[config.mk]
export PLATFORM = sky130hd
export DESIGN_NAME = mpls_sqrt
export DESIGN_NICKNAME = d
export VERILOG_FILES = /design/src/rtl/mpls_pkg.sv /design/src/rtl/mpls_sqrt.sv
export SDC_FILE = /design/constraint.sdc
export NUM_CORES = 1
export LEC_CHECK = 0
export ABC_AREA = 1
export BUFFER_PORTS_ARGS = -buffer_cell sky130_fd_sc_hd__buf_2
export CAP_MARGIN = 20
export CELL_PAD_IN_SITES_DETAIL_PLACEMENT = 1
export CELL_PAD_IN_SITES_GLOBAL_PLACEMENT = 2
export CORE_UTILIZATION = 30
export CTS_CLUSTER_DIAMETER = 60
export DETAILED_ROUTE_END_ITERATION = 8
export GPL_ROUTABILITY_DRIVEN = 0
export HOLD_SLACK_MARGIN = 0.03
export PLACE_DENSITY_LB_ADDON = 0.1
export RECOVER_POWER = 100
export SYNTH_ARGS = -nofsm -noshare
export SYNTH_HDL_FRONTEND = slang
export SYNTH_SLANG_ARGS = --single-unit
[constraint.sdc]
create_clock -name clk -period 5.35 [get_ports clk]
set_input_delay 0.535 -clock clk [delete_from_list [all_inputs] [get_ports clk]]
set_output_delay 0.535 -clock clk [all_outputs]
set_load 0.05 [all_outputs]
[src/rtl/mpls_pkg.sv]
`default_nettype none
package mpls_pkg;

  localparam int unsigned MaxMotorsDef = 8;
  localparam int unsigned CurW         = 16;
  localparam int unsigned LimW         = 10;
  localparam int unsigned AccW         = 64;

  localparam logic signed [AccW-1:0] K1Q48 = 64'sd34621422;
  localparam logic signed [AccW-1:0] K2Q48 = 64'sd40898314;
  localparam logic signed [AccW-1:0] KCQ48 = 64'sd562074564;
  localparam logic signed [AccW-1:0] K0Q32 = 64'sd17527761535;

  typedef enum logic [1:0] {
    MUL_IDLE,
    MUL_RUN
  } mul_state_t;

  typedef enum logic [2:0] {
    DIV_IDLE,
    DIV_RUN,
    DIV_DONE
  } div_state_t;

  typedef enum logic [3:0] {
    ST_IDLE,
    ST_EST_A,
    ST_EST_B,
    ST_EST_C,
    ST_EST_SUM,
    ST_OUT_LOAD,
    ST_SOL_TGT,
    ST_SOL_DIV1,
    ST_SOL_C,
    ST_SOL_DIV2,
    ST_SOL_DIV3,
    ST_SOL_PP,
    ST_SOL_SQRT,
    ST_OUT_EMIT
  } ctl_state_t;

  typedef enum logic [1:0] {
    SQ_IDLE,
    SQ_RUN,
    SQ_DONE
  } sq_state_t;

  function automatic logic signed [AccW-1:0] rshift_round(
    input logic signed [AccW-1:0] v, input int unsigned sh);
    logic signed [AccW-1:0] t;
    t = v + (64'sd1 <<< (sh - 1));
    return t >>> sh;
  endfunction

endpackage
`default_nettype wire

[src/rtl/mpls_sqrt.sv]
`default_nettype none
// bitwise integer square root, one result bit per cycle
module mpls_sqrt (
  input  wire logic                       clk,
  input  wire logic                       rst_n,
  input  wire logic                       start,
  input  wire logic [mpls_pkg::AccW-1:0]  v,
  output logic                            done,
  output logic [mpls_pkg::AccW-1:0]       root
);
  import mpls_pkg::*;

  sq_state_t        state_r, state_nxt;
  logic [AccW-1:0]  val_r, val_nxt;
  logic [AccW-1:0]  res_r, res_nxt;
  logic [AccW-1:0]  bit_r, bit_nxt;

  always_ff @(posedge clk) begin
    if (!rst_n) state_r <= SQ_IDLE;
    else        state_r <= state_nxt;
    val_r <= val_nxt;
    res_r <= res_nxt;
    bit_r <= bit_nxt;
  end

  always_comb begin
    state_nxt = state_r;
    val_nxt   = val_r;
    res_nxt   = res_r;
    bit_nxt   = bit_r;
    unique case (state_r)
      SQ_IDLE: begin
        if (start) begin
          val_nxt   = v;
          res_nxt   = '0;
          bit_nxt   = 64'd1 << 62;
          state_nxt = SQ_RUN;
        end
      end
      SQ_RUN: begin
        if (val_r >= res_r + bit_r) begin
          val_nxt = val_r - (res_r + bit_r);
          res_nxt = (res_r >> 1) + bit_r;
        end else begin
          res_nxt = res_r >> 1;
        end
        bit_nxt = bit_r >> 2;
        if (bit_r[0]) state_nxt = SQ_DONE;
      end
      SQ_DONE: state_nxt = SQ_IDLE;
      default: state_nxt = SQ_IDLE;
    endcase
  end

  assign done = (state_r == SQ_DONE);
  assign root = res_r;

endmodule
`default_nettype wire

==> Word level (Yosys, flattened, before mapping) <==
Cells that the tools add are included.
{ "op_classes": {"n_addsub": 3, "n_lt_le_gt_ge": 1, "n_eq_ne": 5, "muxes": 11, "n_reduce_logical": 5} }
{ "ops": {"columns": ["cell", "n"], "rows": [
  ["$pmux 64 s2", 3],
  ["$mux 64", 5],
  ["$add 63x64->64", 1],
  ["$add 64x64->64", 1],
  ["$ge 64x64->1", 1],
  ["$sub 64x64->64", 1],
  ["$ne 2x2->1 const B", 3],
  ["$mux 2", 2],
  ["$pmux 2 s2", 1],
  ["$reduce_and 2->1", 2],
  ["$reduce_and 3->1", 1],
  ["$eq 2x1->1 const B", 1],
  ["$eq 2x2->1 const B", 1],
  ["$logic_not 2->1", 1],
  ["$reduce_bool 2->1", 1]
]} }
{ "totals": {"ff_bits": 194, "inputBits": 67, "output_inout_bits": 65, "word_cells": 29} }

==> Logic depth before layout (Yosys ltp) <==
{ "depth": {"word_depth": 4, "depth_mapped": 27, "mapped_depth_nobuf": 27} }

==> Worst setup path before layout <==
Ideal clock, no wire load.
{ "synth_timing": {"path_type": "reg2reg", "from": "register res_r[4] (netlist: root[4])", "to": "register val_r[0], enable pin", "setup_time_ns": 0.423, "t_arrival_ns": 4.863, "required_ns": 4.927, "path_slack_ns": 0.064, "stages_incl_launch_ff": 23, "path_buffers": 0, "synth_period_minus_slack_ns": 5.286, "path_cell_list": "edfxtp_1 > ha_1 > nand2_1 > o21ai_0 > nor2_1 > nor2_1 > or2_2 > nand2_1 > nand2_1 > nand2_1 > nand2_1 > xnor2_1 > ha_1 > nand2_1 > nor2_1 > inv_1 > nor2_2 > a21oi_2 > nor2_2 > nor2_8 > nand2_8 > nand2_2 > nand2_1"} }
{ "synth_between": {"elab_chain_cells": 4} }
{ "synth_lines": {"columns": ["element", "line", "source"], "rows": [
  ["start: declaration", "mpls_sqrt.sv:15", "logic [AccW-1:0] res_r, res_nxt;"],
  ["start signal: assignment", "mpls_sqrt.sv:22", "res_r <= res_nxt;"],
  ["$add 64x64->64", "mpls_sqrt.sv:41", "if (val_r >= res_r + bit_r) begin"],
  ["$ge 64x64->1", "mpls_sqrt.sv:41", null],
  ["$ne 2x2->1 (no line)", null, null],
  ["$reduce_and 3->1 (no line)", null, null],
  ["end signal: assignment", "mpls_sqrt.sv:21", "val_r <= val_nxt;"],
  ["end: declaration", "mpls_sqrt.sv:14", "logic [AccW-1:0] val_r, val_nxt;"]
]} }
No other way between the ends.
A chain may end at the register's enable or synchronous reset.

==> Final worst setup path <==
{ "layout_timing": {"from": "register res_r[2] (netlist: root[2])", "to": "register res_r[12] (netlist: root[12]) (data pin)"} }
{ "layout_between": {"elab_chain_cells": 4, "elab_cells_between_ends": 5, "classes_between": "add/sub (2); order compare (1); mux (2)"} }
{ "layout_lines": {"columns": ["element", "line", "source"], "rows": [
  ["$add 64x64->64", "mpls_sqrt.sv:41", null],
  ["$ge 64x64->1", "mpls_sqrt.sv:41", null],
  ["$mux 64 *", "mpls_sqrt.sv:41", null],
  ["$pmux 64 s2 *", "mpls_sqrt.sv:31", "unique case (state_r)"]
]} }
Every way passes the cells marked *; elsewhere a longest branch is shown, timed or not.

==> flow_summary.yaml <==
status:
  outcome: "finished, violations left"
  violations: "max-capacitance violations, max-slew violations"
sta:
  period_needed_ns: 5.15
  fmax_mhz: 194
  fin_skew_ns: 0.0149
  setup_ws_ns: 0.202
  drv_slew: 150
  hold_viol: 0
  max-slew-margin-rel: -0.223
  max_slew.worst_pin.slew_ns: 1.83
  timing.final.crit_share: 0.962
  rsz0062_at_grt: "false"
  setup_violations: 0
  finalSetupTns_ns: 0
grt:
  grt_pass1_wl_mm: 144
  track_usage: 0.278
  antenna_found_initial: 0
  grt_start_max_net_pins: 79
  grt_pass1_vias: 24200
  globalRouteOverflowTotal: 0
cts:
  cts_tree: "built"
  worstSkewPairLatency_ns: 0.50
  cts_made_buffers: 17
  ctsHoldBuffers: 0
  clk_path_buf_depth: 2
  htree_levels: 4
  path_clk_slew_ns: 0.08
  clock_sinks: 162
  root_buffer: "clkbuf_16"
routing:
  drt_iter0_markers: 1301
  vias: 23000
  dr.pass1.iters: 7
  avgRoutedWirePerCell_um: 21.0
  wirelength_mm: 96.3
  vias_per_cell: 5.01
  antenna_left: 0
  drc: 0
critical_path:
  cpPeakStageDelay_ns: 0.51
  crit_buf_inv: 3
  worst_ep_arrival_time_ns: 5.41
  cp.required_ns: 5.61
  cpMostUsedCell: "nand2_1"
  cpMaxStageDelayCell: "edfxtp_1"
  crit_path_start_kind: "flop"
  ff2ff_setup_slack_ns: 0.20
  path_cells: "ha_1, nand3_1, nor2_1, nor2_2, nor2_1, or2_2, nand2_1, nand2_1, clkbuf_1, nand2_1, nand2_1, xnor2_1, ha_1, nand2_1, inv_1, a21oi_1, nand2_1, a21oi_2, nor2_2, nor2_8, buf_6, nand3_1, nand2_1, nor2_1"
  critPathTopFamily: "simple AND/OR/NAND/NOR gates"
  reg2regPathDepth: 24
  path_class: "reg -> reg"
  critPathCaptureType: "flop"
  crit_path_max_fanout: 52
  reg2reg_from: "root[2]$_SDFFCE_PN0P_"
  timing.rr.end: "root[12]$_SDFFCE_PN0P_"
synth:
  synth-simple-area-share: 0.420
  yosys_warnings: 0
  synth-compound-area-share: 0.0867
  synth-edff-count: 160
  synth_cell_types: 39
  synthArstFlopShare: 0
  synthFlopType: "edfxtp_1"
  synthCells: 3550
  yosys.area_share.xor_xnor: 0.0477
  ys_seq_elements: 162
  yosysSeqAreaShare: 0.236
  synth_fa_ha_area_frac: 0.0801
  syn_area_mm2: 0.0205
  synth_nets: 3748
  synth_top_family_by_area: "simple AND/OR/NAND/NOR gates"
  syn_area_per_cell_um2: 5.79
  muxShareOfSynthArea: 0
finish:
  drive_above_1_share: 0.0508
  finalNonFillerCells: 4595
  layout-area-overhead-vs-synth_pct: 12.1
  fillers: 9201
  final_nets: 3907
  final_util: 0.341
  final_common_cell: "nand2_1"
  n_antenna_cell: 0
  mostFrequentLayoutCells: "nand2_1, inv_1, nor2_1"
power:
  power_uw: 9770
  leakagePower_uw: 0.0115
  peakVddDrop_v: 0.000282
  powerDensity_mw_per_mm2: 424
hold_path:
  worst_hold_startpoint: "rst_n"
  hp-class: "in -> reg"
  holdPathStages: 3
  holdPathEnd: "state_r[0]$_SDFFE_PN0P_"
placed_design:
  dp_hpwl_mm: 82.1
  place_worst_setup_slack_ns: 0.0122
  placed_cells: 4562
  port_buffers: 131
run:
  drv_cap: 2
die:
  die_h_um: 264
  die_area_mm2: 0.0695
  row_count: 95
  start_util: 0.304
  die_w_um: 264
  ioPinCount: 132
  core_mm2: 0.0675
-- cell families (layout without fill, tap and decap cells) --
logic type,Yosys count,count (layout)
AOI/OAI and AO/OA,338,338
buffers and inverters,692,864
xor gates and xnor gates,112,112
and+or+nand+nor,2115,2115
DFF,162,162
adders and majority gates,131,131
-- power breakdown --
part	switching [uW]	total [uW]	leakage, uW	internal [uW]
Combinational	4550	6480	0.00961	1930
Sequential	255	1990	0.00163	1730
Clock	655	1310	0.000277	652
-- synth_stat cells (4+ instances only) --
| cell | instances | area [um^2] |
|---|---|---|
| a21o_1 | 4 | 30.0 |
| a21oi_1 | 159 | 796 |
| and2_1 | 7 | 43.8 |
| buf_2 | 19 | 95.1 |
| buf_6 | 5 | 56.3 |
| clkbuf_1 | 26 | 97.6 |
| edfxtp_1 | 160 | 4800 |
| ha_1 | 130 | 1630 |
| inv_1 | 635 | 2380 |
| nand2_1 | 1274 | 4780 |
| nand3_1 | 256 | 1280 |
| nand3b_1 | 36 | 270 |
| nand4_1 | 33 | 206 |
| nor2_1 | 452 | 1700 |
| nor2_2 | 5 | 31.3 |
| nor3_1 | 36 | 180 |
| nor4_1 | 4 | 25.0 |
| o21ai_0 | 139 | 696 |
| o21ai_1 | 5 | 25.0 |
| o21bai_1 | 23 | 173 |
| xnor2_1 | 59 | 517 |
| xor2_1 | 53 | 464 |
-- through the flow --
stage,instance area (um^2),hold WS [ns]
after floorplan,20500,0.549
after global placement,22500,0.594
after detailed placement,22500,0.610
after CTS,23100,0.240
after global routing,23000,0.287
final,23000,0.273
-- sequential cells by signal, indices dropped and copies added (netlist names) --
name	count
state_r	2
root	64
bit_r	32
val_r	64
-- final cells by class --
cell class	instances	area, um^2	area share
timing repair buffer	193	1060	0.0459
tap	873	1090	0.0474
sequential	162	4840	0.210
clock inverter	15	143	0.00619
inverter	639	2400	0.104
multi-input combinational	2696	13100	0.568
clock buffer	17	425	0.0185
-- worst min-delay path, stage by stage --
cell and delay [ns]:
buf_2 0.10, inv_1 0.07, a21oi_1 0.04
-- repair_timing --
item | in CTS | in global routing
setup endpoints to repair | 7 | 102
cloned | 0 | 0
resized for setup | 1 | 12
pin swaps | 0 | 1
hold endpoints to repair | 0 | 0
setup buffers | 0 | 1
-- per-layer routing --
layer  GRT usage  vias to the layer above  wire length [um]
li1            -                    11400                 -
met5           0                        -                 0
met3      0.0252                      142              2740
met1       0.353                    11000             43600
met2       0.480                      416             46100
met4       0.116                        0              3870
-- worst max path at each step --
stage,startpoint,to,slack (ns),depth (start not counted)
6_report,root[2]$_SDFFCE_PN0P_,root[12]$_SDFFCE_PN0P_,0.20,24
5_1_grt,root[2]$_SDFFCE_PN0P_,root[44]$_SDFFCE_PN0P_,0.01,24
4_1_cts,root[2]$_SDFFCE_PN0P_,val_r[53]$_DFFE_PP_,0.05,22
3_5_place_dp,bit_r[4]$_SDFFCE_PN0P_,val_r[55]$_DFFE_PP_,0.01,20
3_3_place_gp,bit_r[4]$_SDFFCE_PN0P_,val_r[55]$_DFFE_PP_,-0.01,20
2_1_floorplan,root[4]$_SDFFCE_PN0P_,val_r[0]$_DFFE_PP_,0.06,22
(Power assumes the default switching activity.)
