[config.mk]
export PLATFORM = sky130hd
export DESIGN_NAME = mpls_mul
export DESIGN_NICKNAME = d
export VERILOG_FILES = /design/src/rtl/mpls_pkg.sv /design/src/rtl/mpls_mul.sv
export SDC_FILE = /design/constraint.sdc
export NUM_CORES = 1
export LEC_CHECK = 0
export ABC_AREA = 1
export BUFFER_PORTS_ARGS = -buffer_cell sky130_fd_sc_hd__buf_2
export CAP_MARGIN = 20
export CORE_MARGIN = 2
export CORE_UTILIZATION = 45
export CTS_CLUSTER_DIAMETER = 100
export CTS_CLUSTER_SIZE = 25
export DETAILED_ROUTE_END_ITERATION = 6
export PLACE_DENSITY = 0.68
export SETUP_SLACK_MARGIN = 0.1
export SLEW_MARGIN = 20
export SYNTH_ARGS = -nofsm -noshare
export SYNTH_HDL_FRONTEND = slang
export SYNTH_SLANG_ARGS = --single-unit
[constraint.sdc]
create_clock -name clk -period 10.3 [get_ports clk]
set_clock_uncertainty 0.05 [all_clocks]
set_input_delay 2.06 -clock clk [delete_from_list [all_inputs] [get_ports clk]]
set_output_delay 2.06 -clock clk [all_outputs]
set_load 0.02 [all_outputs]
[src/rtl/mpls_pkg.sv]
`default_nettype none
package mpls_pkg;

  localparam int unsigned MaxMotorsDef = 8;
  localparam int unsigned CurW         = 16;
  localparam int unsigned LimW         = 10;
  localparam int unsigned AccW         = 64;

  localparam logic signed [AccW-1:0] K1Q48 = 64'sd34621422;
  localparam logic signed [AccW-1:0] K2Q48 = 64'sd40898314;
  localparam logic signed [AccW-1:0] KCQ48 = 64'sd562074564;
  localparam logic signed [AccW-1:0] K0Q32 = 64'sd17527761535;

  typedef enum logic [1:0] {
    MUL_IDLE,
    MUL_RUN
  } mul_state_t;

  typedef enum logic [2:0] {
    DIV_IDLE,
    DIV_RUN,
    DIV_DONE
  } div_state_t;

  typedef enum logic [3:0] {
    ST_IDLE,
    ST_EST_A,
    ST_EST_B,
    ST_EST_C,
    ST_EST_SUM,
    ST_OUT_LOAD,
    ST_SOL_TGT,
    ST_SOL_DIV1,
    ST_SOL_C,
    ST_SOL_DIV2,
    ST_SOL_DIV3,
    ST_SOL_PP,
    ST_SOL_SQRT,
    ST_OUT_EMIT
  } ctl_state_t;

  typedef enum logic [1:0] {
    SQ_IDLE,
    SQ_RUN,
    SQ_DONE
  } sq_state_t;

  function automatic logic signed [AccW-1:0] rshift_round(
    input logic signed [AccW-1:0] v, input int unsigned sh);
    logic signed [AccW-1:0] t;
    t = v + (64'sd1 <<< (sh - 1));
    return t >>> sh;
  endfunction

endpackage
`default_nettype wire

[src/rtl/mpls_mul.sv]
`default_nettype none
// bit-serial signed multiply, one multiplier bit per cycle
module mpls_mul (
  input  wire logic                             clk,
  input  wire logic                             rst_n,
  input  wire logic                             start,
  input  wire logic signed [mpls_pkg::AccW-1:0] a,
  input  wire logic signed [mpls_pkg::AccW-1:0] b,
  output logic                                  done,
  output logic signed [mpls_pkg::AccW-1:0]      prod
);
  import mpls_pkg::*;

  mul_state_t             state_r, state_nxt;
  logic [AccW-1:0]        mcand_r, mcand_nxt;
  logic [AccW-1:0]        mplier_r, mplier_nxt;
  logic [AccW-1:0]        acc_r, acc_nxt;
  logic                   neg_r, neg_nxt;
  logic [6:0]             cnt_r, cnt_nxt;
  logic                   done_r, done_nxt;

  always_ff @(posedge clk) begin
    if (!rst_n) begin
      state_r <= MUL_IDLE;
      done_r  <= 1'b0;
    end else begin
      state_r <= state_nxt;
      done_r  <= done_nxt;
    end
    mcand_r  <= mcand_nxt;
    mplier_r <= mplier_nxt;
    acc_r    <= acc_nxt;
    neg_r    <= neg_nxt;
    cnt_r    <= cnt_nxt;
  end

  always_comb begin
    state_nxt  = state_r;
    mcand_nxt  = mcand_r;
    mplier_nxt = mplier_r;
    acc_nxt    = acc_r;
    neg_nxt    = neg_r;
    cnt_nxt    = cnt_r;
    done_nxt   = 1'b0;
    unique case (state_r)
      MUL_IDLE: begin
        if (start) begin
          mcand_nxt  = a[AccW-1] ? 64'(-a) : a;
          mplier_nxt = b[AccW-1] ? 64'(-b) : b;
          neg_nxt    = a[AccW-1] ^ b[AccW-1];
          acc_nxt    = '0;
          cnt_nxt    = '0;
          state_nxt  = MUL_RUN;
        end
      end
      MUL_RUN: begin
        if (mplier_r[0]) acc_nxt = acc_r + mcand_r;
        mcand_nxt  = mcand_r << 1;
        mplier_nxt = mplier_r >> 1;
        cnt_nxt    = cnt_r + 7'd1;
        if (cnt_r == 7'd63) begin
          state_nxt = MUL_IDLE;
          done_nxt  = 1'b1;
        end
      end
      default: state_nxt = MUL_IDLE;
    endcase
  end

  assign done = done_r;
  assign prod = neg_r ? $signed(64'(-acc_r)) : $signed(acc_r);

endmodule
`default_nettype wire

; After elaboration in Yosys (flattened, before gate mapping)
; Cells that the tools add are included.
[word_totals]
reg_bits = 203
inputBits = 131
output_inout_bits = 65
[classes]
addsub = 5
n_eq_ne = 5
mux = 16
bitwise = 1
n_reduce_logical = 7
[op_table]
columns = operator, count
row1 = $mux W64, 7
row2 = $pmux W64 S2, 3
row3 = $neg A64 Y64, 3
row4 = $add A64 B64 Y64, 1
row5 = $pmux W7 S2, 1
row6 = $reduce_and A2 Y1, 4
row7 = $add A7 B1 Y7 const B, 1
row8 = $eq A7 B6 Y1 const B, 1
row9 = $mux W7, 1
row10 = $ne A2 B2 Y1 const B, 3
row11 = $mux W2, 2
row12 = $pmux W2 S2, 1
row13 = $reduce_and A3 Y1, 1
row14 = $eq A2 B1 Y1 const B, 1
row15 = $logic_not A2 Y1, 1
row16 = $reduce_bool A2 Y1, 1
row17 = $mux W1, 1
row18 = $xor A1 B1 Y1, 1

; Depth between registers and ports, before layout
[depth]
ltp_word = 4
ltp_mapped = 15

; Worst setup path before layout
; Ideal clock, no wire load.
[synth_timing]
path_kind = in2reg
startpoint = input start
endpoint = register acc_r[0], enable pin
t_arrival_ps = 6685
t_required_ps = 9823
path_slack_ps = 3139
path_stages = 3
path_cell_list = inv_1 > nand2_1 > o21a_1
[synth_via]
elab_chain_cells = 2
[synth_lines]
columns = item, line
row1 = "start, declared", mpls_mul.sv:6  ; input wire logic start,
row2 = $ne A2 B2 Y1 (no line), -
row3 = $reduce_and A3 Y1 (no line), -
row4 = "end signal, assigned", mpls_mul.sv:32  ; acc_r <= acc_nxt;
row5 = "end, declared", mpls_mul.sv:17  ; logic [AccW-1:0] acc_r, acc_nxt;
; No other way between the ends.
; A chain may end at the register's enable or synchronous reset.

; Worst setup path in the final report
[layout_timing]
startpoint = register neg_r
endpoint = output prod[24] (netlist name)
[layout_via]
elab_chain_cells = 1
[layout_lines]
columns = item, line
row1 = "start, declared", mpls_mul.sv:18  ; logic neg_r, neg_nxt;
row2 = "start signal, assigned", mpls_mul.sv:33  ; neg_r <= neg_nxt;
row3 = $mux W64, mpls_mul.sv:71  ; assign prod = neg_r ? $signed(64'(-acc_r)) : $signed(acc_r);
row4 = "end, declared", mpls_mul.sv:10  ; output logic signed [mpls_pkg::AccW-1:0] prod
; No other way between the ends.

==> key figures <==
Routing
  – WL/cell: 16.8 um
  – Via count: about 22,000
  – Routed Antenna Nets: 0
  – Initial drt markers: 2,371
  – Detailed-route wire length: 69,600 um
  – Number of remaining DRC errors: 0
  – Detailed-router iteration count before antenna repair: 6
  – Mean number of vias per cell: roughly 5.3

Critical path
  – Data arrival time of the critical path: 2760 ps
  – Family with the most delay on the worst path: buffers and inverters
  – Worst setup startpoint: neg_r
  – Data required time of the worst path: 8190 ps
  – Stage delay of the slowest cell on the critical path: 560 ps
  – Max FO, Critical Path: 58
  – Crit. End Element: output pin
  – Worst-path cell with the longest stage delay: sky130_fd_sc_hd__inv_1
  – Critical setup path kind: reg -> out
  – FF-to-FF Start: state_r[0]
  – Type of origin of the critical path: flip-flop
  – Worst path buffer plus inverter count: 3
  – Cell chain of the critical path: buf_4, inv_1, o21ai_0, nor2_1, xnor2_1, buf_2

Pwr
  – Switching power summed over all nets: 0.00142 W
  – Portion of total power attributed to combinational logic: 43.9%
  – Power per cell area: 141 nW/um^2
  – Leakage power: 11.3 nW
  – Part of the power in registers: 37.7%
  – Part of the power in the clock network: between 10% and 20%
  – Switching portion of total power: between 40% and 50%
  – Worst vdd rail ir drop: 93.9 uV
  – Pint: 0.00176 W

Floorplan
  – Row count: 78
  – Overall die height: approximately 220 um
  – Area of the placeable core: 45,300 um^2
  – Number of ports placed on the die boundary: 196
  – X dimension of the die: 218 um
  – Initial core utilization: 45.4%
  – Area of the die: 47,400 um^2

STA
  – Final worst path period share: 47.3%
  – Measured slew at the worst slew-check pin: 1020 ps
  – Normalized max-slew margin: 31.9%
  – Number of slew-limit violations in the final report: 0
  – Min setup slack post-route: about 5400 ps
  – RSZ-0062 raised after global routing: false
  – Worst hold margin: about 480 ps
  – Maximum achievable frequency: 205 MHz
  – Final Critical Period: approximately 5000 ps
  – Final hold violation count: 0
  – Summed negative setup slack over all endpoints: 0 ps
  – Number of setup violations in the final report: 0

Logic synthesis
  – Sequential-to-total area share from yosys stat: 29.4%
  – Dominant combinational cell family by area after synthesis: simple AND/OR/NAND/NOR gates
  – Post-synthesis share of cell area spent on and, or, nand and nor gates: 44.0%
  – Post-synthesis compound-gate area fraction: 8.76%
  – Mean instance size in the synthesized netlist: 6.08 um^2
  – Summed instance area of the synthesized netlist: 20,600 um^2
  – Post-Syn Instances: 3,383
  – Share of async-settable or async-resettable flops after synthesis: 0%
  – Post-Syn Nets: 3,582
  – Multiplexer fraction of the synthesized cell area: 0%
  – Warnings, synthesis: 0
  – Xor/xnor cell area share of the yosys netlist: around 2.8%
  – Synth Register Bits: a little over 200
  – Number of distinct standard cells referenced by the synthesized netlist: 54
  – Post-synthesis share of cell area spent on full adders, half adders and majority gates: 4.17%
  – Most instantiated flip-flop cell in the synthesis netlist: sky130_fd_sc_hd__edfxtp_1
  – EDFF count, synth: 200

Run
  – Count of maximum capacitance violations: 0

Finish
  – Area growth syn-to-layout: 9.49%
  – Commonest cells after routing, fill and taps aside: sky130_fd_sc_hd__nand2_1, sky130_fd_sc_hd__inv_1, sky130_fd_sc_hd__nor2_1
  – Most common cell after layout, fill and taps aside: sky130_fd_sc_hd__nand2_1
  – End-of-flow core utilization: 49.7%
  – Layout filler cell count: 4,929
  – Layout Nets: 3,740
  – Fraction of final layout cells sized beyond drive strength 1: between 8 and 9%
  – Post-route non-filler standard cell count: 4,149

CTS
  – Post-CTS Hold Fix Bufs: 0
  – Clock tree buffer depth: 3
  – Clock Latency Late Sink: 510 ps
  – Clock Pin Slew Worst Setup and Hold Paths: 100 ps
  – Number of H-tree levels: 1
  – Clock Sinks: 202
  – Post CTS Setup Buffer Count: 0
  – Clock root cell: sky130_fd_sc_hd__clkbuf_16
  – Post-cts sizing count: 0
  – TritonCTS clock tree: built
  – TritonCTS buffer count: 13

Min path
  – Hold/Removal Path Class: reg -> reg
  – Launch instance of the worst min-delay path: mplier_r[36]

Placement
  – Placement Setup Slack: 5850 ps
  – Quantity of I/O buffers inserted on ports: 195
  – Post-detail-place hpwl: 57,100 um
  – RePlAce Congestion: slightly below 1
  – Number of instances in the placed design: roughly 4,100

Global route
  – Number of global-route vias before repair: 20,166
  – All-layer global routing usage: 29.3%
  – Wire length of the first global-routing pass: 109,000 um
  – Total congestion overflow: 0
  – Largest net degree at the start of global routing: 77
  – Initial antenna violation count: 1

Outcome
  – Outcome: complete, no violations
[flip-flops by register name (all words and copies together), names as in the netlist]
signal / count
cnt_r: 7
acc_r: 64
mplier_r: 64
mcand_r: 64
done: 1
state_r: 1
neg_r: 1
[routing by layer]
layer / track usage (%) / up-vias / wire length (um)
met5: 0 / - / 0
met4: 8.89 / 0 / 2170
met3: 3.51 / 112 / 6110
met2: 42.8 / 897 / 28200
met1: 44.7 / 9788 / 33200
li1: - / 11125 / -
[worst paths after layout]
check / endpoint / slack, ps / cells past startpoint
min: mplier_r[35] / 480 / 2
max reg2reg: mplier_r[63] / 7140 / 5
min reg2reg: mplier_r[35] / 480 / 2
max: prod[24] / 5430 / 6
[final cells by class]
type,instances,area [um^2],share of cell area (%)
Sequential cell,202,6050,26.9
Antenna cell,1,2.50,0.0111
Multi-Input combinational cell,2601,12300,54.6
Inverter,518,1950,8.64
Clock inverter,6,91.3,0.406
Clock buffer,16,337,1.49
Timing Repair Buffer,205,1050,4.67
Tap cell,600,751,3.33
[metrics by stage]
| stage | cell area [um^2] | total power (W) |
|---|---|---|
| detailed placement | 22100 | 0.00258 |
| floorplan | 20600 | 0.00213 |
| CTS | 22500 | 0.00316 |
| global route | 22500 | 0.00340 |
| global placement | 22100 | 0.00257 |
| finish | 22500 | 0.00318 |
[cells in the mapped netlist, types with 2 or more instances]
library cell | instances | share of area (%)
sky130_fd_sc_hd__o31ai_1 | 13 | 0.47
sky130_fd_sc_hd__or2_2 | 5 | 0.15
sky130_fd_sc_hd__clkbuf_8 | 2 | 0.13
sky130_fd_sc_hd__xnor2_1 | 15 | 0.64
sky130_fd_sc_hd__xor2_1 | 50 | 2.1
sky130_fd_sc_hd__o211ai_1 | 2 | 0.073
sky130_fd_sc_hd__and2_1 | 9 | 0.27
sky130_fd_sc_hd__nor3_2 | 2 | 0.097
sky130_fd_sc_hd__nand2_2 | 11 | 0.33
sky130_fd_sc_hd__dfxtp_1 | 2 | 0.19
sky130_fd_sc_hd__nor4_1 | 8 | 0.24
sky130_fd_sc_hd__nor2_4 | 16 | 0.88
sky130_fd_sc_hd__o21ai_2 | 6 | 0.26
sky130_fd_sc_hd__buf_4 | 3 | 0.11
sky130_fd_sc_hd__o21ai_4 | 4 | 0.32
sky130_fd_sc_hd__nor2_1 | 470 | 8.6
sky130_fd_sc_hd__nor3_1 | 35 | 0.85
sky130_fd_sc_hd__and3_1 | 10 | 0.30
sky130_fd_sc_hd__inv_1 | 503 | 9.2
sky130_fd_sc_hd__o21ai_1 | 6 | 0.15
sky130_fd_sc_hd__nor3b_1 | 2 | 0.073
sky130_fd_sc_hd__buf_1 | 5 | 0.091
sky130_fd_sc_hd__edfxtp_1 | 200 | 29
sky130_fd_sc_hd__nand2_1 | 1204 | 22
sky130_fd_sc_hd__buf_2 | 15 | 0.36
sky130_fd_sc_hd__nand3_4 | 2 | 0.17
sky130_fd_sc_hd__clkbuf_1 | 35 | 0.64
sky130_fd_sc_hd__a21oi_1 | 143 | 3.5
sky130_fd_sc_hd__nand3b_1 | 8 | 0.29
sky130_fd_sc_hd__o21a_1 | 6 | 0.22
sky130_fd_sc_hd__a21o_1 | 2 | 0.073
sky130_fd_sc_hd__nand4_1 | 75 | 2.3
sky130_fd_sc_hd__ha_1 | 67 | 4.1
sky130_fd_sc_hd__o21bai_1 | 7 | 0.26
sky130_fd_sc_hd__a31oi_1 | 6 | 0.18
sky130_fd_sc_hd__o41ai_1 | 2 | 0.085
sky130_fd_sc_hd__nand3_2 | 5 | 0.24
sky130_fd_sc_hd__nor2_2 | 14 | 0.43
sky130_fd_sc_hd__or2_0 | 5 | 0.15
sky130_fd_sc_hd__o21ai_0 | 124 | 3.0
sky130_fd_sc_hd__inv_2 | 14 | 0.26
sky130_fd_sc_hd__nand3_1 | 254 | 6.2
sky130_fd_sc_hd__nand2_4 | 5 | 0.27
[cell families after synthesis]
kind of cell	Yosys count
AND/OR/NAND/NOR	2143
adder cells (fa/ha/maj)	68
AO/OA/AOI/OAI	325
buffers and inverters	580
XOR/XNOR	65
flip-flops	202
[power groups by stage]
stage | Combinational (W) | Sequential, W | Clock [W]
after floorplan | 0.00100 | 0.00113 | 0
after global placement | 0.00136 | 0.00121 | 0
after detailed placement | 0.00137 | 0.00121 | 0
after CTS | 0.00137 | 0.00119 | 0.000592
after global routing | 0.00158 | 0.00121 | 0.000616
final | 0.00140 | 0.00120 | 0.000584
[worst register-to-register path: stages (launching register included)]
cell and delay [ps]:
sky130_fd_sc_hd__dfxtp_4 530, sky130_fd_sc_hd__inv_4 200, sky130_fd_sc_hd__buf_4 600, sky130_fd_sc_hd__buf_4 750, sky130_fd_sc_hd__nand4_1 240, sky130_fd_sc_hd__nor4_1 530
No activity file was read; power rests on OpenSTA's default activity.
