`config.mk`:
```
export PLATFORM = sky130hd
export DESIGN_NAME = mpls_div
export DESIGN_NICKNAME = d
export VERILOG_FILES = /design/src/rtl/mpls_pkg.sv /design/src/rtl/mpls_div.sv
export SDC_FILE = /design/constraint.sdc
export NUM_CORES = 1
export LEC_CHECK = 0
export ABC_AREA = 1
export BUFFER_PORTS_ARGS = -buffer_cell sky130_fd_sc_hd__buf_2
export CAP_MARGIN = 20
export CORE_ASPECT_RATIO = 0.5
export CORE_UTILIZATION = 35
export CTS_BUF_LIST = sky130_fd_sc_hd__clkbuf_16
export DETAILED_ROUTE_END_ITERATION = 6
export HOLD_SLACK_MARGIN = 0.15
export PLACE_DENSITY = 0.59
export SLEW_MARGIN = 30
export SYNTH_ARGS = -nofsm -noshare
export SYNTH_HDL_FRONTEND = slang
export SYNTH_SLANG_ARGS = --single-unit
```
`constraint.sdc`:
```
create_clock -name clk -period 6.66 [get_ports clk]
set_clock_uncertainty 0.05 [all_clocks]
set_input_delay 0 -clock clk [delete_from_list [all_inputs] [get_ports clk]]
set_output_delay 0 -clock clk [all_outputs]
set_load 0.005 [all_outputs]
```
`src/rtl/mpls_pkg.sv`:
```
`default_nettype none
package mpls_pkg;

  localparam int unsigned MaxMotorsDef = 8;
  localparam int unsigned CurW         = 16;
  localparam int unsigned LimW         = 10;
  localparam int unsigned AccW         = 64;

  localparam logic signed [AccW-1:0] K1Q48 = 64'sd34621422;
  localparam logic signed [AccW-1:0] K2Q48 = 64'sd40898314;
  localparam logic signed [AccW-1:0] KCQ48 = 64'sd562074564;
  localparam logic signed [AccW-1:0] K0Q32 = 64'sd17527761535;

  typedef enum logic [1:0] {
    MUL_IDLE,
    MUL_RUN
  } mul_state_t;

  typedef enum logic [2:0] {
    DIV_IDLE,
    DIV_RUN,
    DIV_DONE
  } div_state_t;

  typedef enum logic [3:0] {
    ST_IDLE,
    ST_EST_A,
    ST_EST_B,
    ST_EST_C,
    ST_EST_SUM,
    ST_OUT_LOAD,
    ST_SOL_TGT,
    ST_SOL_DIV1,
    ST_SOL_C,
    ST_SOL_DIV2,
    ST_SOL_DIV3,
    ST_SOL_PP,
    ST_SOL_SQRT,
    ST_OUT_EMIT
  } ctl_state_t;

  typedef enum logic [1:0] {
    SQ_IDLE,
    SQ_RUN,
    SQ_DONE
  } sq_state_t;

  function automatic logic signed [AccW-1:0] rshift_round(
    input logic signed [AccW-1:0] v, input int unsigned sh);
    logic signed [AccW-1:0] t;
    t = v + (64'sd1 <<< (sh - 1));
    return t >>> sh;
  endfunction

endpackage
`default_nettype wire

```
`src/rtl/mpls_div.sv`:
```
`default_nettype none
// restoring divide: floor(n * 2^sh / d), one quotient bit per cycle
module mpls_div (
  input  wire logic                       clk,
  input  wire logic                       rst_n,
  input  wire logic                       start,
  input  wire logic [mpls_pkg::AccW-1:0]  n,
  input  wire logic [6:0]                 sh,
  input  wire logic [mpls_pkg::AccW-1:0]  d,
  output logic                            done,
  output logic [mpls_pkg::AccW-1:0]       q
);
  import mpls_pkg::*;

  div_state_t         state_r, state_nxt;
  logic [AccW-1:0]    num_r, num_nxt;
  logic [AccW-1:0]    den_r, den_nxt;
  logic [AccW:0]      rem_r, rem_nxt;
  logic [AccW-1:0]    quo_r, quo_nxt;
  logic [7:0]         cnt_r, cnt_nxt;
  logic [7:0]         len_r, len_nxt;
  logic [AccW:0]      sh_rem;

  always_ff @(posedge clk) begin
    if (!rst_n) state_r <= DIV_IDLE;
    else        state_r <= state_nxt;
    num_r <= num_nxt;
    den_r <= den_nxt;
    rem_r <= rem_nxt;
    quo_r <= quo_nxt;
    cnt_r <= cnt_nxt;
    len_r <= len_nxt;
  end

  assign sh_rem = {rem_r[AccW-1:0], num_r[AccW-1]};

  always_comb begin
    state_nxt = state_r;
    num_nxt   = num_r;
    den_nxt   = den_r;
    rem_nxt   = rem_r;
    quo_nxt   = quo_r;
    cnt_nxt   = cnt_r;
    len_nxt   = len_r;
    unique case (state_r)
      DIV_IDLE, DIV_DONE: begin
        state_nxt = DIV_IDLE;
        if (start) begin
          num_nxt   = n;
          den_nxt   = d;
          rem_nxt   = '0;
          quo_nxt   = '0;
          cnt_nxt   = '0;
          len_nxt   = 8'(AccW) + {1'b0, sh};
          state_nxt = DIV_RUN;
        end
      end
      DIV_RUN: begin
        num_nxt = num_r << 1;
        quo_nxt = quo_r << 1;
        if (sh_rem >= {1'b0, den_r}) begin
          rem_nxt    = sh_rem - {1'b0, den_r};
          quo_nxt[0] = 1'b1;
        end else begin
          rem_nxt = sh_rem;
        end
        cnt_nxt = cnt_r + 8'd1;
        if (cnt_r == len_r - 8'd1) state_nxt = DIV_DONE;
      end
      default:  state_nxt = DIV_IDLE;
    endcase
  end

  assign done = (state_r == DIV_DONE);
  assign q    = quo_r;

endmodule
`default_nettype wire

```
### Word level (Yosys, flattened, before mapping)

Cells that the tools add are included.
Widths: inputs -> output; s select.

| operators by class | value |
|---|---|
| $lt $le $gt $ge | 1 |
| equality and inequality tests | 5 |
| reductions and logical operators | 5 |
| $add $sub $neg | 4 |
| muxes and demuxes | 13 |

Operators with widths:

| kind | number |
|---|---|
| $pmux 64 s2 | 3 |
| $mux 64 | 4 |
| $ge 65x64->1 | 1 |
| $sub 64x64->64 | 1 |
| $pmux 8 s2 | 1 |
| $add 7x7->8 const A | 1 |
| $add 8x1->8 const B | 1 |
| $eq 8x8->1 | 1 |
| $mux 8 | 1 |
| $sub 8x1->8 const B | 1 |
| $pmux 3 s2 | 1 |
| $ne 2x2->1 const B | 2 |
| $reduce_and 2->1 | 2 |
| $eq 3x1->1 const B | 1 |
| $eq 3x2->1 const B | 1 |
| $logic_not 3->1 | 1 |
| $mux 3 | 1 |
| $mux 1 | 2 |
| $reduce_bool 2->1 | 1 |
| $reduce_or 2->1 | 1 |

| word-level totals | value |
|---|---|
| output and inout bits | 65 |
| register bits after elaboration | 275 |
| word-level logic and storage cells | 35 |
| input port bits | 138 |

### Longest topological paths before layout

Gate-level depths: netlist (run 1).

| depth | value |
|---|---|
| word-level depth | 4 |
| depth in mapped cells | 19 |
| gate-level depth less buffers | 17 |

### Least setup slack after synthesis (run 1)

No wires, ideal clock.

| timing path | value |
|---|---|
| kind | register to register |
| start point | reg state_r[0] |
| end point | reg cnt_r[0], enable pin |
| slack | 549 ps |
| required time | 6042 ps |
| clock period less this slack | 6111 ps |
| arrival time | 5493 ps |
| cell stages (with the launch flop) | 7 |
| setup time | 568 ps |
| path through | dfxtp_1 inv_1 nor2_1 clkinv_1 clkbuf_1 clkbuf_1 nand2_1 |

| between the ends | value |
|---|---|
| word-level cells in the longest chain between the ends | 4 |
| elaborated cells on any way between the ends | 7 |
| those cells by class | 3 x eq/ne; 4 x reduce/logical |

RTL lines:

| what | RTL line | RTL |
|---|---|---|
| from (decl) | mpls_div.sv:15 | `div_state_t state_r, state_nxt;` |
| from (signal assigned) | mpls_div.sv:26 | `else state_r <= state_nxt;` |
| $eq 3x2->1 or $logic_not 3->1 (tied branches) | mpls_div.sv:45 | `unique case (state_r)` |
| $reduce_or 2->1 | mpls_div.sv:45 |  |
| $ne 2x2->1 (no source line) or $reduce_bool 2->1 (tied branches) | - |  |
| $reduce_and 2->1 (no source line) (*) | - |  |
| to (signal assigned) | mpls_div.sv:31 | `cnt_r <= cnt_nxt;` |
| to (decl) | mpls_div.sv:20 | `logic [7:0] cnt_r, cnt_nxt;` |

Every way passes the cells marked *; elsewhere a longest branch is shown, timed or not.
A chain may end at the register's enable or synchronous reset.

### Worst setup path after layout (run 1)

| timing path | value |
|---|---|
| start point | reg rem_r[47] |
| end point | reg rem_r[40] (data pin) |

| between the ends | value |
|---|---|
| word-level cells in the longest chain between the ends | 3 |

RTL lines:

| what | RTL line | RTL |
|---|---|---|
| from (decl) | mpls_div.sv:18 | `logic [AccW:0] rem_r, rem_nxt;` |
| from (signal assigned) | mpls_div.sv:29 | `rem_r <= rem_nxt;` |
| $ge 65x64->1 | mpls_div.sv:61 | `if (sh_rem >= {1'b0, den_r}) begin` |
| $mux 64 | mpls_div.sv:61 |  |
| $pmux 64 s2 | mpls_div.sv:45 |  |

Every way passes these cells.

==> impl_metrics.csv, run 1 <==
group,metric,value,unit
synthesis,synth_area_leaders,"edfxtp_1 (46%), nand2_1 (20%), inv_1 (11%)",
power_and_ir_drop,p_comb_frac,0.372,
critical_path,arrival,3880,ps
cts,root_buffer,"clkbuf_16",
synthesis,synth-seq-cells,274,
sta,tightestPinTransition,903,ps
cts,worstSkewPairLatency,600,ps
place,dp_hpwl,38.4,mm
synthesis,syn_avg_cell_area,7.27,um^2
cts,post_cts_resized,0,
grt,grt.overflow.total,0,
cts,cts_max_level,1,
power_and_ir_drop,peakVddDrop,0.174,mV
power_and_ir_drop,power.leakage,11.8,nW
finish,syn_to_final_growth,28.8,%
sta,period_needed,3600,ps
power_and_ir_drop,intPower,3.96,mW
grt,met3_usage,0.0317,
critical_path,path_class,"reg2reg",
synthesis,synth_top_flop_cell,"edfxtp_1",
power_and_ir_drop,p_sw_frac,0.374,
critical_path,required,6950,ps
sta,final.setup.tns,0,ps
critical_path,crit_path_end_kind,"flip-flop",
critical_path,critical_path.max_fanout,50,
grt,grt_util_met1,0.283,
grt,met2_usage,0.337,
drt,postRouteAntennaNets,0,
power_and_ir_drop,power.switching,2.36,mW
power_and_ir_drop,clkPwrFrac,0.256,
synthesis,synth_edf_count,272,
die,rows,57,
drt,wirelength,53.0,mm
synthesis,ys_async_sr_fraction,0,
power_and_ir_drop,pwr-share-seq,0.372,
synthesis,synth_cell_types,35,
grt,antenna_found_initial,2,
die,die_w,320,um
place,dpl_worst_slack,3090,ps
die,dieArea,51600,um^2
worst_hold_path,hp-class,"in2reg",
sta,layout_setup_ws,3060,ps
synthesis,synth_common_cells,"nand2_1 (951), inv_1 (502), nor2_1 (307)",
drt,drc,0,
synthesis,synthCells,2438,
cts,clkTransAtPathRegs,60,ps
sta,final-hold-violation-count,0,
die,start_util,0.360,
cts,cts_buffer_depth,3,
synthesis,yosysSeqAreaShare,0.463,
synthesis,synth_area_leader_cell,"edfxtp_1",
finish,fillers,4987,
drt,drt_iter0_drc,1227,
die,core,49300,um^2
synthesis,netlist.area_leader.share,0.461,
grt,grt_max_degree,94,
drt,vias,15900,
grt,grt_usage,0.205,
synthesis,synth.cell_area,17700,um^2
power_and_ir_drop,power_density,277,nW/um^2
drt,wl_per_cell,14.8,um
grt,grt-busiest-layer,"met2",
drt,dr.pass1.iters,5,
sta,max_slew_margin,0.398,
cts,cts_buffers,28,
place,gp_congestion,0.978,
run_status,status,"finished clean",
grt,grt_pass1_wl,82.8,mm
synthesis,ys_warn_count,0,
power_and_ir_drop,finalPower,6.32,mW
sta,slew_violations,0,
cts,cts_tree,"yes",
cts,clock_sinks,274,
cts,cts-hold-fix-buffers,243,
place,port_buffers,202,
sta,period_share,0.540,
finish,nets,3079,
synthesis,synthMostInstantiatedCell,"nand2_1",
cts,postCtsSetupRepairBufs,0,
finish,drive_above_1_share,0.105,
sta,final-setup-viol-count,0,
critical_path,startpoint_type,"flip-flop",
grt,grt_pass1_vias,15400,
synthesis,synth.net_count,2643,
job,drv_cap,0,
sta,rsz0062_at_grt,"no",
sta,max_freq,0.278,GHz
drt,drt-vias-per-instance,4.45,
die,ios,203,
die,die_h,161,um
## state kept, by name, summed over array words and instances, names as in the netlist
register and flops:
cnt_r 8, rem_r 64, q 64, num_r 64
len_r 8, state_r 2, den_r 64
## worst paths after layout
path         startpoint   endpoint  slack [ps]  cells after the start
max           rem_r[47]  rem_r[40]        3060                     10
min               n[52]  num_r[52]         180                      4
min reg2reg   num_r[23]  num_r[24]         460                      2
max reg2reg   rem_r[47]  rem_r[40]        3060                     10
## per-layer routing
metal	vias to the layer above	part of all wire
li1	8230	-
met4	0	0.022
met2	368	0.45
met1	7243	0.47
met3	78	0.053
met5	-	0
## critical path, cell delays in order (launching register included)
cell	delay (ps)
edfxtp_1	400
ha_1	400
nand2_1	140
nor2_1	280
nand2_1	230
nor3_4	330
nand2_4	470
nand2_2	740
nand2_1	120
nand2_1	90
nor2_1	40
## cell families after synthesis
logic type / after synthesis / share of synthesized area
AOI/OAI and AO/OA: 53 / 0.0156
xor gates and xnor gates: 43 / 0.0212
adders and majority gates: 67 / 0.0477
buffers and inverters: 569 / 0.124
DFF: 274 / 0.463
and+or+nand+nor: 1432 / 0.328
## cell type report
type | count | area, um^2 | share of cell area
multi-input cells | 1595 | 7340 | 0.321
inverters | 522 | 1960 | 0.0860
flip-flops and latches | 274 | 8210 | 0.359
clock inverters | 23 | 230 | 0.0101
repair buffers | 453 | 3540 | 0.155
clock buffers | 28 | 701 | 0.0307
well taps | 678 | 848 | 0.0372
diodes | 2 | 5.00 | 0.000219
## placed cells by master (no fill, tap or decap), types with 2 or more instances in the layout
cell type / netlist / routed
nand3_2: 10 / 10
ha_1: 66 / 66
o21ai_0: 6 / 6
diode_2: 0 / 2
xor2_1: 37 / 37
dfxtp_1: 2 / 2
dlygate4sd3_1: 0 / 243
xnor2_1: 6 / 6
nand3_1: 70 / 70
nor2_1: 307 / 306
inv_1: 502 / 504
clkinv_1: 2 / 11
buf_2: 10 / 202
and2_1: 4 / 4
nand4_1: 11 / 11
nand2_2: 5 / 5
a21oi_1: 43 / 43
nor3_1: 11 / 11
edfxtp_1: 272 / 272
nor2_2: 13 / 13
nand3b_1: 40 / 40
inv_2: 18 / 18
bufinv_16: 0 / 4
clkinv_2: 0 / 4
clkbuf_16: 0 / 28
nand2_4: 2 / 3
nor4_1: 3 / 3
buf_4: 1 / 5
nand2_1: 951 / 950
or2_2: 3 / 3
## power by group through the flow
stage | Combinational, mW | Sequential (mW) | Clock [mW]
2_1_floorplan | 1.56 | 2.39 | 0
3_3_place_gp | 2.19 | 2.37 | 0
3_5_place_dp | 2.21 | 2.38 | 0
4_1_cts | 2.33 | 2.35 | 1.67
5_1_grt | 2.65 | 2.38 | 1.73
6_report | 2.35 | 2.35 | 1.62
## stage by stage
step / area [um^2] / utilization / instances / hold WS (ps)
after global routing: 22800 / 0.463 / 3575 / 150
final: 22800 / 0.463 / 3575 / 177
after global placement: 19400 / 0.394 / 3278 / 126
after detailed placement: 19500 / 0.395 / 3279 / 128
after floorplan: 17700 / - / 2438 / 48.9
after CTS: 22800 / 0.463 / 3573 / 151
Power figures use the tool's default switching activity.
==> run 2: changes to the inputs <==
Settings changed: PLACE_DENSITY 0.59 to 0.61.
Clock period 6.66 ns to 3 ns, I/O delays scaled along.
==> run 2 against run 1 <==
Final cell count down 0.11%. Sequential cell count unchanged. Fmax up 24%. Critical endpoint is now rem_r[55]. Final area down 0.52%. Non-clock buffer count down 8. Sequential share of layout area up 0.19 points. Core utilization down 0.24 points. Largest power group is now combinational logic. Clock power up 110%.
==> impl_metrics.csv, run 2 (synthesis results as in run 1) <==
group,metric,value,unit
sta,tightestPinTransition,944,ps
cts,worstSkewPairLatency,610,ps
drt,drt_iter0_drc,1194,
drt,vias,15900,
finish,drive_above_1_share,0.113,
job,drv_cap,0,
sta,period_share,0.966,
die,die_h,161,um
die,ios,203,
sta,rsz0062_at_grt,"no",
critical_path,worst-path-buf-inv,2,
grt,antenna_found_initial,3,
grt,grt_pass1_wl,81.5,mm
power_and_ir_drop,power.leakage,11.8,nW
place,placed_cells,3296,
critical_path,cp.depth,12,
finish,postLayoutCellArea,22700,um^2
critical_path,slowest_delay,490,ps
critical_path,startpoint,"rem_r[23]",
place,gp_congestion,1.00,
place,port_buffers,202,
critical_path,path_common_cell,"nor2_1",
cts,root_buffer,"clkbuf_16",
cts,cts_buffer_depth,3,
cts,clock_sinks,274,
drt,wl_per_cell,14.5,um
place,placed_cell_area,19600,um^2
drt,wirelength,51.7,mm
run_status,status,"finished clean",
die,die_w,320,um
cts,cts_tree,"yes",
critical_path,cp_top_family,"simple AND/OR/NAND/NOR gates",
die,dieArea,51600,um^2
place,dp_hpwl,37.5,mm
worst_hold_path,hold_depth,4,
worst_hold_path,hp-class,"in2reg",
critical_path,crit_path_end_kind,"flip-flop",
sta,final.setup.tns,0,ps
drt,drt-vias-per-instance,4.46,
cts,cts_max_level,1,
sta,final-setup-viol-count,0,
finish,final_common_cell,"nand2_1",
critical_path,critical_path.max_fanout,4,
finish,final-instance-count-excl-fill,3571,
drt,drc,0,
grt,grt_pass1_vias,15300,
finish,syn_to_final_growth,28.1,%
drt,dr.pass1.iters,6,
critical_path,worstRegToRegCells,12,
critical_path,arrival,3170,ps
sta,period_needed,2900,ps
sta,max_slew_margin,0.370,
critical_path,crit_path_top_delay_cell,"nor3_1",
finish,nets,3072,
die,core,49300,um^2
finish,layout_common_cells,"nand2_1 (950), inv_1 (512), nor2_1 (305), edfxtp_1 (272), dlygate4sd3_1 (218)",
die,start_util,0.360,
sta,max_freq,0.345,GHz
worst_hold_path,worstHoldStart,"n[11]",
critical_path,required,3280,ps
power_and_ir_drop,peakVddDrop,0.477,mV
cts,cts_buffers,29,
drt,postRouteAntennaNets,0,
power_and_ir_drop,power_density,612,nW/um^2
finish,fin_util,0.461,
critical_path,r2r_start,"rem_r[23]",
critical_path,crit_chain,"ha_1, nand2_1, nor2_1, inv_1, nor2_1, inv_1, nor3_1, nand3_1, nand3_1, nand2_1, nor2_1, nor2_1",
critical_path,path_class,"reg2reg",
critical_path,startpoint_type,"flip-flop",
grt,grt_usage,0.199,
grt,grt.overflow.total,0,
grt,grt_max_degree,82,
sta,slew_violations,0,
die,rows,57,
cts,clkTransAtPathRegs,70,ps
sta,final-hold-violation-count,0,
==> run 2: layer usage <==
| layer | wire, um | share of wire | track usage | vias up |
|---|---|---|---|---|
| li1 | - | - | - | 8226 |
| met1 | 24100 | 0.47 | 0.272 | 7297 |
| met2 | 24000 | 0.46 | 0.334 | 331 |
| met3 | 2500 | 0.048 | 0.0297 | 64 |
| met4 | 1050 | 0.020 | 0.0448 | 0 |
| met5 | 0 | 0 | 0 | - |
==> run 2: through the flow <==
step                      setup WS (ps)  power (mW)  hold slack, ps
after detailed placement            147        10.2             128
after floorplan                     364        8.72            48.9
final                               101        13.9             185
after global placement              150        10.2             127
after global routing               3.41        14.9             171
after CTS                           106        14.0             152
==> run 2: timing repair <==
item                                    CTS  global route
hold buffers                            218             0
resized for setup                         0             4
endpoints found under the hold margin   138             0
buffers inserted                          0             0
endpoints found under the setup margin    0            57
==> run 2: worst register-to-register path: cells and delay by family, from the launching register on <==
family / cells / cell delay [ps]
adder cells (fa/ha/maj): 1 / 400
buffers and inverters: 2 / 150
flip-flops: 1 / 400
AND/OR/NAND/NOR: 9 / 1630
==> run 2: worst paths after layout <==
path	endpoint	slack, ps
max	rem_r[55]	100
min	num_r[11]	180
max reg2reg	rem_r[55]	100
min reg2reg	num_r[42]	470
==> run 2: cell type report <==
cell class                      instances  area [um^2]
Tap cell                              678          848
Clock buffer                           29          726
Fill cell                            4972        26600
Antenna cell                            3         7.51
Multi-Input combinational cell       1595         7360
Inverter                              522         1960
Clock inverter                         25          158
Sequential cell                       274         8210
Timing Repair Buffer                  445         3450
==> run 2: where the power goes <==
| part | internal [mW] | switching, mW | total [mW] |
|---|---|---|---|
| Combinational | 1.83 | 3.43 | 5.26 |
| Sequential | 4.96 | 0.250 | 5.21 |
| Clock | 1.85 | 1.59 | 3.44 |
| Total | 8.64 | 5.27 | 13.9 |
